**src/hdl/assert_macros.svh**
```systemverilog
// Assertion macros shared by the conditional block stack modules.
`ifndef ASSERT_MACROS_SVH
`define ASSERT_MACROS_SVH
`ifndef NO_ASSERTIONS
// Check on every clock edge, held off while reset is asserted.
`define CBS_ASSERT(label, prop, msg) \
    label: assert property (@(posedge i_clk) disable iff (!i_rst_n) prop) else $error(msg);
// Check on every clock edge, reset included.
`define CBS_ASSERT_ALL(label, prop, msg) \
    label: assert property (@(posedge i_clk) prop) else $error(msg);
`else
`define CBS_ASSERT(label, prop, msg)
`define CBS_ASSERT_ALL(label, prop, msg)
`endif
`endif

```
**src/hdl/cbs_pkg.sv**
```systemverilog
// Shared types and codes for the conditional block stack.
`timescale 1ns / 1ps
package cbs_pkg;

    typedef enum logic [2:0] {
        ACT_OPEN  = 3'd0,
        ACT_ELIF  = 3'd1,
        ACT_ELSE  = 3'd2,
        ACT_ENDIF = 3'd3,
        ACT_CHECK = 3'd4
    } t_action;

    typedef enum logic [2:0] {
        ST_OK              = 3'd0,
        ST_NO_BLOCK        = 3'd1,
        ST_ELIF_AFTER_ELSE = 3'd2,
        ST_ELSE_AFTER_ELSE = 3'd3,
        ST_OVERFLOW        = 3'd4,
        ST_UNCLOSED        = 3'd5
    } t_status;

    localparam int ACTION_W = 3;
    localparam int STATUS_W = 3;
    localparam int DEPTH_W  = 6;

    // One stack frame: bit 0 active, bit 1 taken, bit 2 else seen.
    typedef struct packed {
        logic else_seen;
        logic taken;
        logic active;
    } t_frame;

    // Commands from the controller to the datapath.
    typedef struct packed {
        logic capture;  // latch the input beat and read the top frame
        logic commit;   // apply the command and load the result register
    } t_dp_cmd;

endpackage

```
**src/hdl/conditional_block_stack.sv**
```systemverilog
// Top level of the conditional block stack.
//
// Tracks nested conditional-compilation blocks (ifdef/ifndef, elif, else,
// endif) as a stack of three-bit frames, and answers each command beat with
// a status code, whether tokens may pass, and the nesting depth after the
// step. Each command has a take cycle, in which its beat is taken and the
// top frame is read from the stack memory through its registered read port,
// and an execute cycle that updates the top frame, the open count and the
// inactive count, and loads the result register. The next beat is taken in
// the cycle after execute; no new beat is taken while a command
// executes. The result register lets the next command be
// taken and read while a result still waits downstream; execute holds until
// that register is free. A push onto a full stack returns overflow and
// changes nothing. Stack frames are not cleared at reset: only frames below
// the open count are ever used. nest_depth carries the low six bits of the
// open count.
`timescale 1ns / 1ps
module conditional_block_stack #(
    parameter int STACK_DEPTH = 32
) (
    input  logic                          i_clk,
    input  logic                          i_rst_n,
    input  logic                          i_in_valid,
    output logic                          o_in_ready,
    input  logic [cbs_pkg::ACTION_W-1:0]  i_action,
    input  logic                          i_is_defined,
    input  logic                          i_negate,
    output logic                          o_out_valid,
    input  logic                          i_out_ready,
    output logic [cbs_pkg::STATUS_W-1:0]  o_status,
    output logic                          o_pass_tokens,
    output logic [cbs_pkg::DEPTH_W-1:0]   o_nest_depth
);

    cbs_pkg::t_dp_cmd w_cmd;

    // Sequence each beat: take, read top frame, execute, hold result.
    cbs_ctrl u_ctrl (
        .i_clk       (i_clk),
        .i_rst_n     (i_rst_n),
        .i_in_valid  (i_in_valid),
        .o_in_ready  (o_in_ready),
        .o_out_valid (o_out_valid),
        .i_out_ready (i_out_ready),
        .o_cmd       (w_cmd)
    );

    // Hold the frame stack, the two counters and the result status.
    cbs_datapath #(
        .STACK_DEPTH (STACK_DEPTH)
    ) u_datapath (
        .i_clk         (i_clk),
        .i_rst_n       (i_rst_n),
        .i_cmd         (w_cmd),
        .i_action      (i_action),
        .i_is_defined  (i_is_defined),
        .i_negate      (i_negate),
        .o_status      (o_status),
        .o_pass_tokens (o_pass_tokens),
        .o_nest_depth  (o_nest_depth)
    );

endmodule

```
**src/hdl/cbs_ctrl.sv**
```systemverilog
// Handshake controller for the conditional block stack.
`timescale 1ns / 1ps
`include "assert_macros.svh"
module cbs_ctrl (
    input  logic            i_clk,
    input  logic            i_rst_n,
    input  logic            i_in_valid,
    output logic            o_in_ready,
    output logic            o_out_valid,
    input  logic            i_out_ready,
    output cbs_pkg::t_dp_cmd o_cmd
);

    typedef enum logic {
        S_IDLE,
        S_EXEC
    } t_state;

    t_state r_state;
    logic   r_in_ready;
    logic   r_out_valid;
    logic   w_capture;
    logic   w_commit;

    assign w_capture = i_in_valid && r_in_ready;
    // Commit only when the result register is free or drains this cycle.
    assign w_commit  = (r_state == S_EXEC) && (!r_out_valid || i_out_ready);

    always_ff @(posedge i_clk) begin
        if (!i_rst_n) begin
            r_state     <= S_IDLE;
            r_in_ready  <= 1'b0;
            r_out_valid <= 1'b0;
        end else begin
            case (r_state)
                S_IDLE: begin
                    r_in_ready <= 1'b1;
                    if (w_capture) begin
                        r_state    <= S_EXEC;
                        r_in_ready <= 1'b0;
                    end
                end
                S_EXEC: begin
                    if (w_commit) begin
                        r_state    <= S_IDLE;
                        r_in_ready <= 1'b1;
                    end
                end
                default: begin
                    r_state    <= S_IDLE;
                    r_in_ready <= 1'b0;
                end
            endcase
            if (w_commit) begin
                r_out_valid <= 1'b1;
            end else if (i_out_ready) begin
                r_out_valid <= 1'b0;
            end
        end
    end

    assign o_in_ready      = r_in_ready;
    assign o_out_valid     = r_out_valid;
    assign o_cmd.capture   = w_capture;
    assign o_cmd.commit    = w_commit;

    `CBS_ASSERT(a_accept_to_exec, w_capture |=> (r_state == S_EXEC), "accepted beat did not start execution")
    `CBS_ASSERT(a_no_ready_in_exec, (r_state == S_EXEC) |-> !r_in_ready, "ready high while busy")
    `CBS_ASSERT(a_result_from_exec, $rose(r_out_valid) |-> $past(r_state == S_EXEC), "result appeared without execution")

endmodule

```
**src/hdl/cbs_datapath.sv**
```systemverilog
// Frame stack, counters and result register of the conditional block stack.
`timescale 1ns / 1ps
`include "assert_macros.svh"
module cbs_datapath #(
    parameter int STACK_DEPTH = 32
) (
    input  logic                                i_clk,
    input  logic                                i_rst_n,
    input  cbs_pkg::t_dp_cmd                    i_cmd,
    input  logic [cbs_pkg::ACTION_W-1:0]        i_action,
    input  logic                                i_is_defined,
    input  logic                                i_negate,
    output logic [cbs_pkg::STATUS_W-1:0]        o_status,
    output logic                                o_pass_tokens,
    output logic [cbs_pkg::DEPTH_W-1:0]         o_nest_depth
);

    localparam int CW = $clog2(STACK_DEPTH + 1);
    localparam int AW = (STACK_DEPTH > 1) ? $clog2(STACK_DEPTH) : 1;

    cbs_pkg::t_frame                    r_mem [STACK_DEPTH];
    cbs_pkg::t_frame                    r_top;
    logic [cbs_pkg::ACTION_W-1:0]       r_action;
    logic                               r_cond;
    logic [CW-1:0]                      r_open;
    logic [CW-1:0]                      r_inact;
    logic [cbs_pkg::STATUS_W-1:0]       r_status;

    logic [CW-1:0]                      n_open;
    logic [CW-1:0]                      n_inact;
    cbs_pkg::t_status                   n_status;
    logic                               w_wr_en;
    logic [AW-1:0]                      w_wr_addr;
    cbs_pkg::t_frame                    w_wr_data;
    logic [AW-1:0]                      w_top_addr;
    logic                               w_empty;
    logic                               w_full;
    cbs_pkg::t_frame                    w_next;

    assign w_top_addr = AW'(r_open - CW'(1));
    assign w_empty    = (r_open == '0);
    assign w_full     = (r_open == CW'(STACK_DEPTH));

    // Stack memory: one write port, one registered read of the top frame.
    always_ff @(posedge i_clk) begin
        if (w_wr_en) begin
            r_mem[w_wr_addr] <= w_wr_data;
        end
        r_top <= r_mem[w_top_addr];
    end

    always_ff @(posedge i_clk) begin
        if (i_cmd.capture) begin
            r_action <= i_action;
            r_cond   <= i_is_defined ^ i_negate;
        end
        if (i_cmd.commit) begin
            r_status <= n_status;
        end
    end

    always_ff @(posedge i_clk) begin
        if (!i_rst_n) begin
            r_open  <= '0;
            r_inact <= '0;
        end else if (i_cmd.commit) begin
            r_open  <= n_open;
            r_inact <= n_inact;
        end
    end

    always_comb begin
        n_open    = r_open;
        n_inact   = r_inact;
        n_status  = cbs_pkg::ST_OK;
        w_wr_en   = 1'b0;
        w_wr_addr = w_top_addr;
        w_wr_data = r_top;
        w_next    = r_top;
        case (r_action)
            cbs_pkg::ACT_OPEN: begin
                if (w_full) begin
                    n_status = cbs_pkg::ST_OVERFLOW;
                end else begin
                    w_wr_en   = i_cmd.commit;
                    w_wr_addr = AW'(r_open);
                    w_wr_data = '{else_seen: 1'b0, taken: 1'b0, active: r_cond};
                    n_open    = r_open + CW'(1);
                    if (!r_cond) begin
                        n_inact = r_inact + CW'(1);
                    end
                end
            end
            cbs_pkg::ACT_ELIF, cbs_pkg::ACT_ELSE: begin
                if (w_empty) begin
                    n_status = cbs_pkg::ST_NO_BLOCK;
                end else if (r_top.else_seen) begin
                    n_status = (r_action == cbs_pkg::ACT_ELIF) ?
                               cbs_pkg::ST_ELIF_AFTER_ELSE : cbs_pkg::ST_ELSE_AFTER_ELSE;
                end else begin
                    // Leave the running branch; enter the new one if none was taken.
                    if (r_top.active) begin
                        w_next.active = 1'b0;
                        w_next.taken  = 1'b1;
                    end
                    if (r_action == cbs_pkg::ACT_ELSE) begin
                        w_next.else_seen = 1'b1;
                        if (!w_next.taken) begin
                            w_next.active = 1'b1;
                        end
                    end else if (!w_next.taken && r_cond) begin
                        w_next.active = 1'b1;
                    end
                    w_wr_en   = i_cmd.commit;
                    w_wr_data = w_next;
                    if (r_top.active && !w_next.active) begin
                        n_inact = r_inact + CW'(1);
                    end else if (!r_top.active && w_next.active) begin
                        n_inact = r_inact - CW'(1);
                    end
                end
            end
            cbs_pkg::ACT_ENDIF: begin
                if (w_empty) begin
                    n_status = cbs_pkg::ST_NO_BLOCK;
                end else begin
                    n_open = r_open - CW'(1);
                    if (!r_top.active) begin
                        n_inact = r_inact - CW'(1);
                    end
                end
            end
            cbs_pkg::ACT_CHECK: begin
                if (!w_empty) begin
                    n_status = cbs_pkg::ST_UNCLOSED;
                end
            end
            default: begin
                n_status = cbs_pkg::ST_OK;
            end
        endcase
    end

    assign o_status      = r_status;
    assign o_pass_tokens = (r_inact == '0);
    assign o_nest_depth  = cbs_pkg::DEPTH_W'(r_open);

    `CBS_ASSERT(a_inact_le_open, r_inact <= r_open, "more inactive frames than open frames")
    `CBS_ASSERT(a_depth_bound, r_open <= CW'(STACK_DEPTH), "stack depth out of range")
    `CBS_ASSERT(a_full_push_refused, (i_cmd.commit && w_full && (r_action == cbs_pkg::ACT_OPEN)) |=> $stable(r_open), "push taken on a full stack")

endmodule

```
**config.mk**
```make
export PLATFORM = sky130hd
export DESIGN_NAME = conditional_block_stack
export DESIGN_NICKNAME = d
export VERILOG_FILES = /design/src/hdl/cbs_pkg.sv /design/src/hdl/conditional_block_stack.sv /design/src/hdl/cbs_ctrl.sv /design/src/hdl/cbs_datapath.sv
export VERILOG_INCLUDE_DIRS = /design/src /design/src/hdl
export SDC_FILE = /design/constraint.sdc
export NUM_CORES = 1
export LEC_CHECK = 0
export ABC_CLOCK_PERIOD_IN_PS = 5900
export BUFFER_PORTS_ARGS = -buffer_cell sky130_fd_sc_hd__clkbuf_2
export CAP_MARGIN = 20
export CORE_MARGIN = 2
export CORE_UTILIZATION = 53
export CTS_CLUSTER_DIAMETER = 30
export DETAILED_ROUTE_END_ITERATION = 10
export PLACE_DENSITY = 0.7
export SYNTH_ARGS = -nofsm -noshare
export SYNTH_HDL_FRONTEND = slang
export SYNTH_HIERARCHICAL = 1
export SYNTH_SLANG_ARGS = --single-unit
```
**constraint.sdc**
```tcl
create_clock -name i_clk -period 5.9 [get_ports i_clk]
set_input_delay 0.59 -clock i_clk [delete_from_list [all_inputs] [get_ports i_clk]]
set_output_delay 0.59 -clock i_clk [all_outputs]
set_load 0.02 [all_outputs]
```
==> impl_metrics.env, run 1 <==
export IMPL_num_rows=38
export IMPL_core_area_um2=10900
export IMPL_post_route_cells_drive_above_1_share_pct=21.9
export IMPL_count_of_endpoints_failing_hold_in_the_final_timing_report=0
export IMPL_outcome="finished clean"
export IMPL_cts_root_buffer_cell="clkbuf_8"
export IMPL_rsz_0062_raised_after_global_routing="false"
export IMPL_grt_overflow=0
export IMPL_part_of_the_yosys_area_used_for_sequential_elements_pct=58.3
export IMPL_timing_max_slew_rel_slack_pct=34.7
export IMPL_finalWeightedCongestion=0.854
export IMPL_die_height_um=110
export IMPL_combinational_family_with_the_most_area_after_synthesis="simple AND/OR/NAND/NOR gates"
export IMPL_detailedRoute_firstIterationViolations=445
export IMPL_post_synth_instance_area_um2=5920
export IMPL_synth_nets=458
export IMPL_synth_area_mux_share_pct=12.1
export IMPL_synthCells=443
export IMPL_final_max_slew_violation_count=0
export IMPL_dr_total_vias=3841
export IMPL_post_cts_resized_instances=0
export IMPL_post_cts_setup_buffer_count=0
export IMPL_io_buffers=20
export IMPL_synth_simple_gate_area_share_pct=12.3
export IMPL_start_util_pct=54.4
export IMPL_post_dp_cell_area_um2=6100
export IMPL_worst_skew_pair_late_latency_ns=0.53
export IMPL_clkSlewWorstSetupHoldPaths_ns=0.06
export IMPL_area_growth_syn_to_layout_pct=12.4
export IMPL_worst_endpoint_required_time_ns=6.07
export IMPL_residual_drc=0
export IMPL_worstPathMaxFanout=33
export IMPL_synth_async_reset_ratio_pct=0
export IMPL_fin_crit_ns=3.39
export IMPL_clkSinkCount=121
export IMPL_ir_worst_vdd_mv=0.196
export IMPL_syn_mean_instance_area_um2=13.4
export IMPL_die_area_um2=12000
export IMPL_hold_buffers=0
export IMPL_synth_top_cells_by_area="edfxtp_1, mux4_2, dfxtp_1, nor2_1, mux2i_1"
export IMPL_hpwl_mm=8.09
export IMPL_critPathLaunchType="register"
export IMPL_worstHoldPathType="input port to register"
export IMPL_r2r_cells=8
export IMPL_drtAntennaViolNets=0
export IMPL_die_x_um=110
export IMPL_synth_most_common_cell="edfxtp_1"
export IMPL_register_bit_total_from_synthesis=121
export IMPL_layout_cell_area_non_filler_um2=6660
export IMPL_total_length_of_routed_wires_mm=12.4
export IMPL_h_tree_depth=4
export IMPL_fin_crit_sh_pct=57.5
export IMPL_grt_pass1_vias=3681
export IMPL_cts_tree="done"
export IMPL_synthDominantCellAreaShare_pct=52.2
export IMPL_achievable_frequency_mhz=295
export IMPL_drtPass1Iterations=7
export IMPL_grtUsageTotal_pct=22.5
export IMPL_clock_buffer_count_from_cts=17
export IMPL_yosys_top_cells_count="edfxtp_1, nor2_1, mux4_2, nand2_1, nor3_1"
export IMPL_post_synth_num_cell_types=67
export IMPL_grt_antenna_before_repair=0
export IMPL_nets=474
export IMPL_setup_viol=0
export IMPL_finalClockSkew_ns=0.0109
export IMPL_post_synth_fa_ha_maj_area_fraction_pct=1.61
export IMPL_worstMarginPinSlew_ns=0.971
export IMPL_boundaryPins=21
export IMPL_drv_max_cap_violation_count=0
export IMPL_crit_type="register to register"
export IMPL_power_leakage_nw=2.21
export IMPL_avgViaCountPerCell=6.29
export IMPL_grt_first_pass_wirelength_mm=19.6
export IMPL_timing_hold_worst_path_depth=1
export IMPL_routedWlPerCell_um=20.4
export IMPL_maximum_clock_path_buffer_count=2
export IMPL_setup_worst_path_end_class="register"
export IMPL_synth_xor_area_share_pct=1.63
export IMPL_synth_largest_area_cell="edfxtp_1"
export IMPL_power_per_cell_area_nw_per_um2=294
export IMPL_synth_warning_count=6
export IMPL_count_of_flip_flops_with_a_built_in_enable_after_synthesis=103
export IMPL_synthFlopType="edfxtp_1"
export IMPL_synth_compound_gate_area_share_pct=10.4
export IMPL_arrival_ns=3.56
export IMPL_largest_net_degree_at_the_start_of_global_routing=34
export IMPL_setup_tns_ns=0
export IMPL_antenna_cells_inserted=0
## layer usage
metal  vias to the layer above  global-route usage (%)  wire, um  share of wire [%]
met3                        24                    5.63       835                6.7
met2                       177                    33.9      6000                 48
met1                      1892                    30.3      5300                 43
met4                         0                    11.5       313                2.5
met5                         -                       0         0                  0
li1                       1748                       -         -                  -
## kinds of logic after synthesis
group | Yosys count
DFF | 121
and+or+nand+nor | 138
AOI/OAI and AO/OA | 80
xor gates and xnor gates | 11
muxes | 41
adders and majority gates | 8
buffers and inverters | 44
## area by class of cell
type	instances	area [um2]
Clock buffer	19	422
Timing Repair Buffer	25	158
Sequential cell	121	3450
Inverter	16	60.1
Fill cell	817	4230
Multi-Input combinational cell	278	2280
Tap cell	140	175
Clock inverter	12	104
## final timing paths
path                                                         startpoint                                  to  slack [ns]
worst max-delay path            u_datapath/o_nest_depth[0]$_SDFFE_PN0P_   u_datapath/r_mem[27][1]$_DFFE_PP_        2.51
worst min-delay path                                        i_action[1]    u_datapath/r_action[1]$_DFFE_PP_        0.24
worst max register to register  u_datapath/o_nest_depth[0]$_SDFFE_PN0P_   u_datapath/r_mem[27][1]$_DFFE_PP_        2.51
worst min register to register       u_datapath/r_inact[5]$_SDFFE_PN0P_  u_datapath/r_inact[5]$_SDFFE_PN0P_        0.47
## power breakdown
part	internal (mW)	switching, mW	total, mW
clock	0.552	0.365	0.916
sequential	0.940	0.00891	0.949
combinational	0.0309	0.0606	0.0916
## stage by stage
stage                     worst slack (ns)  hold WS, ns  power [mW]  util, %  instances
after detailed placement              2.31        0.466        1.06     56.1        579
after global placement                2.36        0.451        1.06     56.0        578
after floorplan                       1.46        0.443        1.03        -        443
after CTS                             2.31        0.223        1.97     60.9        610
after global routing                  2.29        0.227        2.02     61.1        611
final                                 2.51        0.237        1.96     61.1        611
## flip-flops by register name, indices dropped and copies added, names as in the netlist
| name | count |
|---|---|
| u_datapath/r_top | 3 |
| u_datapath/r_action | 3 |
| u_datapath/r_cond | 1 |
| u_datapath/o_status | 3 |
| u_datapath/r_mem | 96 |
| u_ctrl/r_state | 1 |
| u_ctrl/o_in_ready | 1 |
| u_datapath/r_inact | 6 |
| u_ctrl/o_out_valid | 1 |
| u_datapath/o_nest_depth | 6 |
## critical path: stages (launching register included)
cell and delay, ns:
dfxtp_2 0.31, buf_4 0.47, inv_1 0.21, ha_1 0.41, or4b_4 0.35, o21ai_1 0.09
a211oi_2 0.40, nand2_2 0.29, nor3_1 0.49
## cells in the final DEF, fill, tap and decap left out, types with 4 or more instances in the layout
cell | synthesis | final
a22o_1 | 4 | 4
o22ai_1 | 6 | 6
o211ai_1 | 4 | 4
a21boi_0 | 4 | 4
o2111ai_1 | 4 | 4
o21ai_0 | 11 | 11
inv_1 | 15 | 15
ha_1 | 6 | 6
buf_4 | 5 | 4
mux4_2 | 24 | 24
xor2_1 | 4 | 4
nand2b_1 | 11 | 11
clkinvlp_4 | 0 | 5
and3_1 | 5 | 5
xnor2_1 | 7 | 7
or3_1 | 7 | 7
mux2_2 | 6 | 6
nor2b_1 | 7 | 7
nand3_1 | 7 | 7
clkbuf_16 | 0 | 16
a21oi_1 | 15 | 13
edfxtp_1 | 103 | 103
nor2_1 | 41 | 41
dfxtp_1 | 18 | 17
mux2i_1 | 11 | 11
nor3_1 | 19 | 19
nand2_1 | 19 | 19
clkbuf_2 | 0 | 20
No activity file was read; power rests on OpenSTA's default activity.
==> run 2, diff against run 1 <==
--- a/config.mk
+++ b/config.mk
@@ -6,7 +6,7 @@
 export SDC_FILE = /design/constraint.sdc
 export NUM_CORES = 1
 export LEC_CHECK = 0
-export ABC_CLOCK_PERIOD_IN_PS = 5900
+export ABC_CLOCK_PERIOD_IN_PS = 3190
 export BUFFER_PORTS_ARGS = -buffer_cell sky130_fd_sc_hd__clkbuf_2
 export CAP_MARGIN = 20
 export CORE_MARGIN = 2
==> constraint.sdc (replaced) <==
create_clock -name i_clk -period 3.19 [get_ports i_clk]
set_input_delay 0.319 -clock i_clk [delete_from_list [all_inputs] [get_ports i_clk]]
set_output_delay 0.319 -clock i_clk [all_outputs]
set_load 0.02 [all_outputs]
==> run 2 against run 1 <==
  * Fmax increased by 26%
  * Critical path depth decreased by 1
  * Combinational power increased by 99%
  * First-iteration DRC count decreased by 31%
  * Die area unchanged
  * Register-to-register slack got worse by 2.0 ns
==> impl_metrics.env, run 2 (synthesis results as in run 1) <==
export IMPL_largest_net_degree_at_the_start_of_global_routing=33
export IMPL_worstPathMaxFanout=12
export IMPL_achievable_frequency_mhz=372
export IMPL_power_leakage_nw=2.31
export IMPL_grt_overflow=0
export IMPL_largest_register="u_datapath/r_mem"
export IMPL_final_max_slew_violation_count=0
export IMPL_clock_buffer_count_from_cts=17
export IMPL_setup_viol=0
export IMPL_ir_worst_vdd_mv=0.392
export IMPL_h_tree_depth=4
export IMPL_timing_reg2reg_setup_slack_ns=0.50
export IMPL_clkSinkCount=121
export IMPL_critPathLaunchType="register"
export IMPL_grtUsageTotal_pct=23.4
export IMPL_worstPathCellList="inv_1 > ha_1 > nor4b_4 > a21oi_1 > xnor2_1 > nand2_2 > nor3_1"
export IMPL_routedWlPerCell_um=20.2
export IMPL_fin_crit_ns=2.69
export IMPL_detailedRoute_firstIterationViolations=305
export IMPL_core_area_um2=10900
export IMPL_worstHoldPathType="input port to register"
export IMPL_finalClockSkew_ns=0.0110
export IMPL_residual_drc=0
export IMPL_antenna_cells_inserted=0
export IMPL_grt_antenna_before_repair=0
export IMPL_grt_first_pass_wirelength_mm=20.4
export IMPL_num_rows=38
export IMPL_rr_startpoint="u_datapath/o_nest_depth[0]$_SDFFE_PN0P_"
export IMPL_die_x_um=110
export IMPL_number_of_flip_flops_in_the_largest_register=96
export IMPL_crit_start="u_datapath/o_nest_depth[0]$_SDFFE_PN0P_"
export IMPL_setup_worst_path_end_class="register"
export IMPL_finalWeightedCongestion=0.896
export IMPL_preCtsSetupSlack_ns=0.574
export IMPL_area_growth_syn_to_layout_pct=14.2
export IMPL_critPathMaxStageDelay_ns=0.46
export IMPL_total_length_of_routed_wires_mm=12.8
export IMPL_post_cts_setup_buffer_count=0
export IMPL_cts_root_buffer_cell="clkbuf_8"
export IMPL_setup_tns_ns=0
export IMPL_crit_type="register to register"
export IMPL_die_area_um2=12000
export IMPL_clkSlewWorstSetupHoldPaths_ns=0.06
export IMPL_worst_skew_pair_late_latency_ns=0.53
export IMPL_boundaryPins=21
export IMPL_critical_path_depth=7
export IMPL_drv_max_cap_violation_count=0
export IMPL_critPathTopFamily="simple AND/OR/NAND/NOR gates"
export IMPL_power_per_cell_area_nw_per_um2=530
export IMPL_arrival_ns=2.86
export IMPL_worst_endpoint_required_time_ns=3.36
export IMPL_drtAntennaViolNets=0
export IMPL_commonest_non_fill_non_tap_cell_in_the_layout="edfxtp_1"
export IMPL_cts_tree="done"
export IMPL_avgViaCountPerCell=6.08
export IMPL_timing_max_slew_rel_slack_pct=40.5
export IMPL_die_height_um=110
export IMPL_nFillCells=829
export IMPL_buf_inv_on_cp=1
export IMPL_total_design_power_mw=3.58
export IMPL_start_util_pct=54.4
export IMPL_timing_hold_worst_path_depth=2
export IMPL_hp_start="i_negate"
export IMPL_grt_pass1_vias=3809
export IMPL_outcome="finished clean"
export IMPL_timing_final_ws_setup_ns=0.504
export IMPL_dr_total_vias=3835
export IMPL_timing_critical_path_slowest_stage_cell="nor3_1"
export IMPL_count_of_endpoints_failing_hold_in_the_final_timing_report=0
export IMPL_final_cell_mix="edfxtp_1, nor2_1, mux4_2, buf_4, clkbuf_2"
export IMPL_drtPass1Iterations=5
export IMPL_r2r_cells=7
export IMPL_nets=493
export IMPL_maximum_clock_path_buffer_count=2
export IMPL_fin_crit_sh_pct=84.2
export IMPL_post_route_cells_drive_above_1_share_pct=23.4
export IMPL_io_buffers=20
export IMPL_hpwl_mm=8.67
export IMPL_worstMarginPinSlew_ns=0.890
export IMPL_rsz_0062_raised_after_global_routing="false"
run 2: cell types whose count changed in the layout (fill, tap and decap cells not counted), sizes merged:
| cell | before | now |
|---|---|---|
| clkinv | 5 | 9 |
| clkinvlp | 5 | 2 |
| clkbuf | 39 | 40 |
| dlygate4sd3 | 0 | 3 |
| buf | 5 | 21 |
| inv | 17 | 16 |
run 2: cell type report:
cell class	count	area [um2]	area share, %
clock buffers	20	425	6.29
clock inverters	12	83.8	1.24
inverters	16	60.1	0.888
multi-input cells	278	2280	33.7
flip-flops and latches	121	3450	51.1
well taps	140	175	2.59
repair buffers	44	288	4.25
run 2: power by group:
part	leakage, nW	internal (mW)	total [mW]	switching [mW]
clock network	0.246	1.01	1.65	0.640
registers	1.08	1.74	1.75	0.0118
logic	0.976	0.0668	0.182	0.116
total	2.31	2.81	3.58	0.768
run 2: per-stage QoR:
| stage | std cells | instance area [um2] | hold WS [ns] | util, % |
|---|---|---|---|---|
| floorplan | 443 | 5930 | 0.418 | - |
| detailed placement | 596 | 6230 | 0.463 | 57.2 |
| finish | 631 | 6770 | 0.0976 | 62.1 |
| global placement | 596 | 6230 | 0.452 | 57.2 |
| global route | 631 | 6770 | 0.0961 | 62.1 |
| CTS | 631 | 6770 | 0.0765 | 62.1 |
run 2: what timing repair did:
action / in CTS / in global routing
gates resized for setup: 0 / 0
hold buffers: 3 / 0
hold endpoints to repair: 3 / 0
run 2: path summary, 6_finish.rpt:
check | end
setup reg to reg | u_datapath/r_mem[25][2]$_DFFE_PP_
hold / removal | u_datapath/r_cond$_DFFE_PP_
setup / recovery | u_datapath/r_mem[25][2]$_DFFE_PP_
hold reg to reg | u_datapath/r_inact[5]$_SDFFE_PN0P_
run 2: worst register-to-register path, cell delays in order, from the launching register on:
cell and delay, ns:
dfxtp_2 0.32, inv_1 0.12, ha_1 0.34, nor4b_4 0.37, a21oi_1 0.18, xnor2_1 0.30
nand2_2 0.24, nor3_1 0.46
run 2: routing by layer:
| metal | share of wire [%] | wire length, um | up-vias | GRT usage (%) |
|---|---|---|---|---|
| met4 | 1.3 | 169 | 0 | 7.87 |
| met5 | 0 | 0 | - | 0 |
| met2 | 49 | 6290 | 116 | 36.9 |
| met1 | 44 | 5580 | 1921 | 32.4 |
| met3 | 5.7 | 721 | 16 | 5.10 |
| li1 | - | - | 1782 | - |
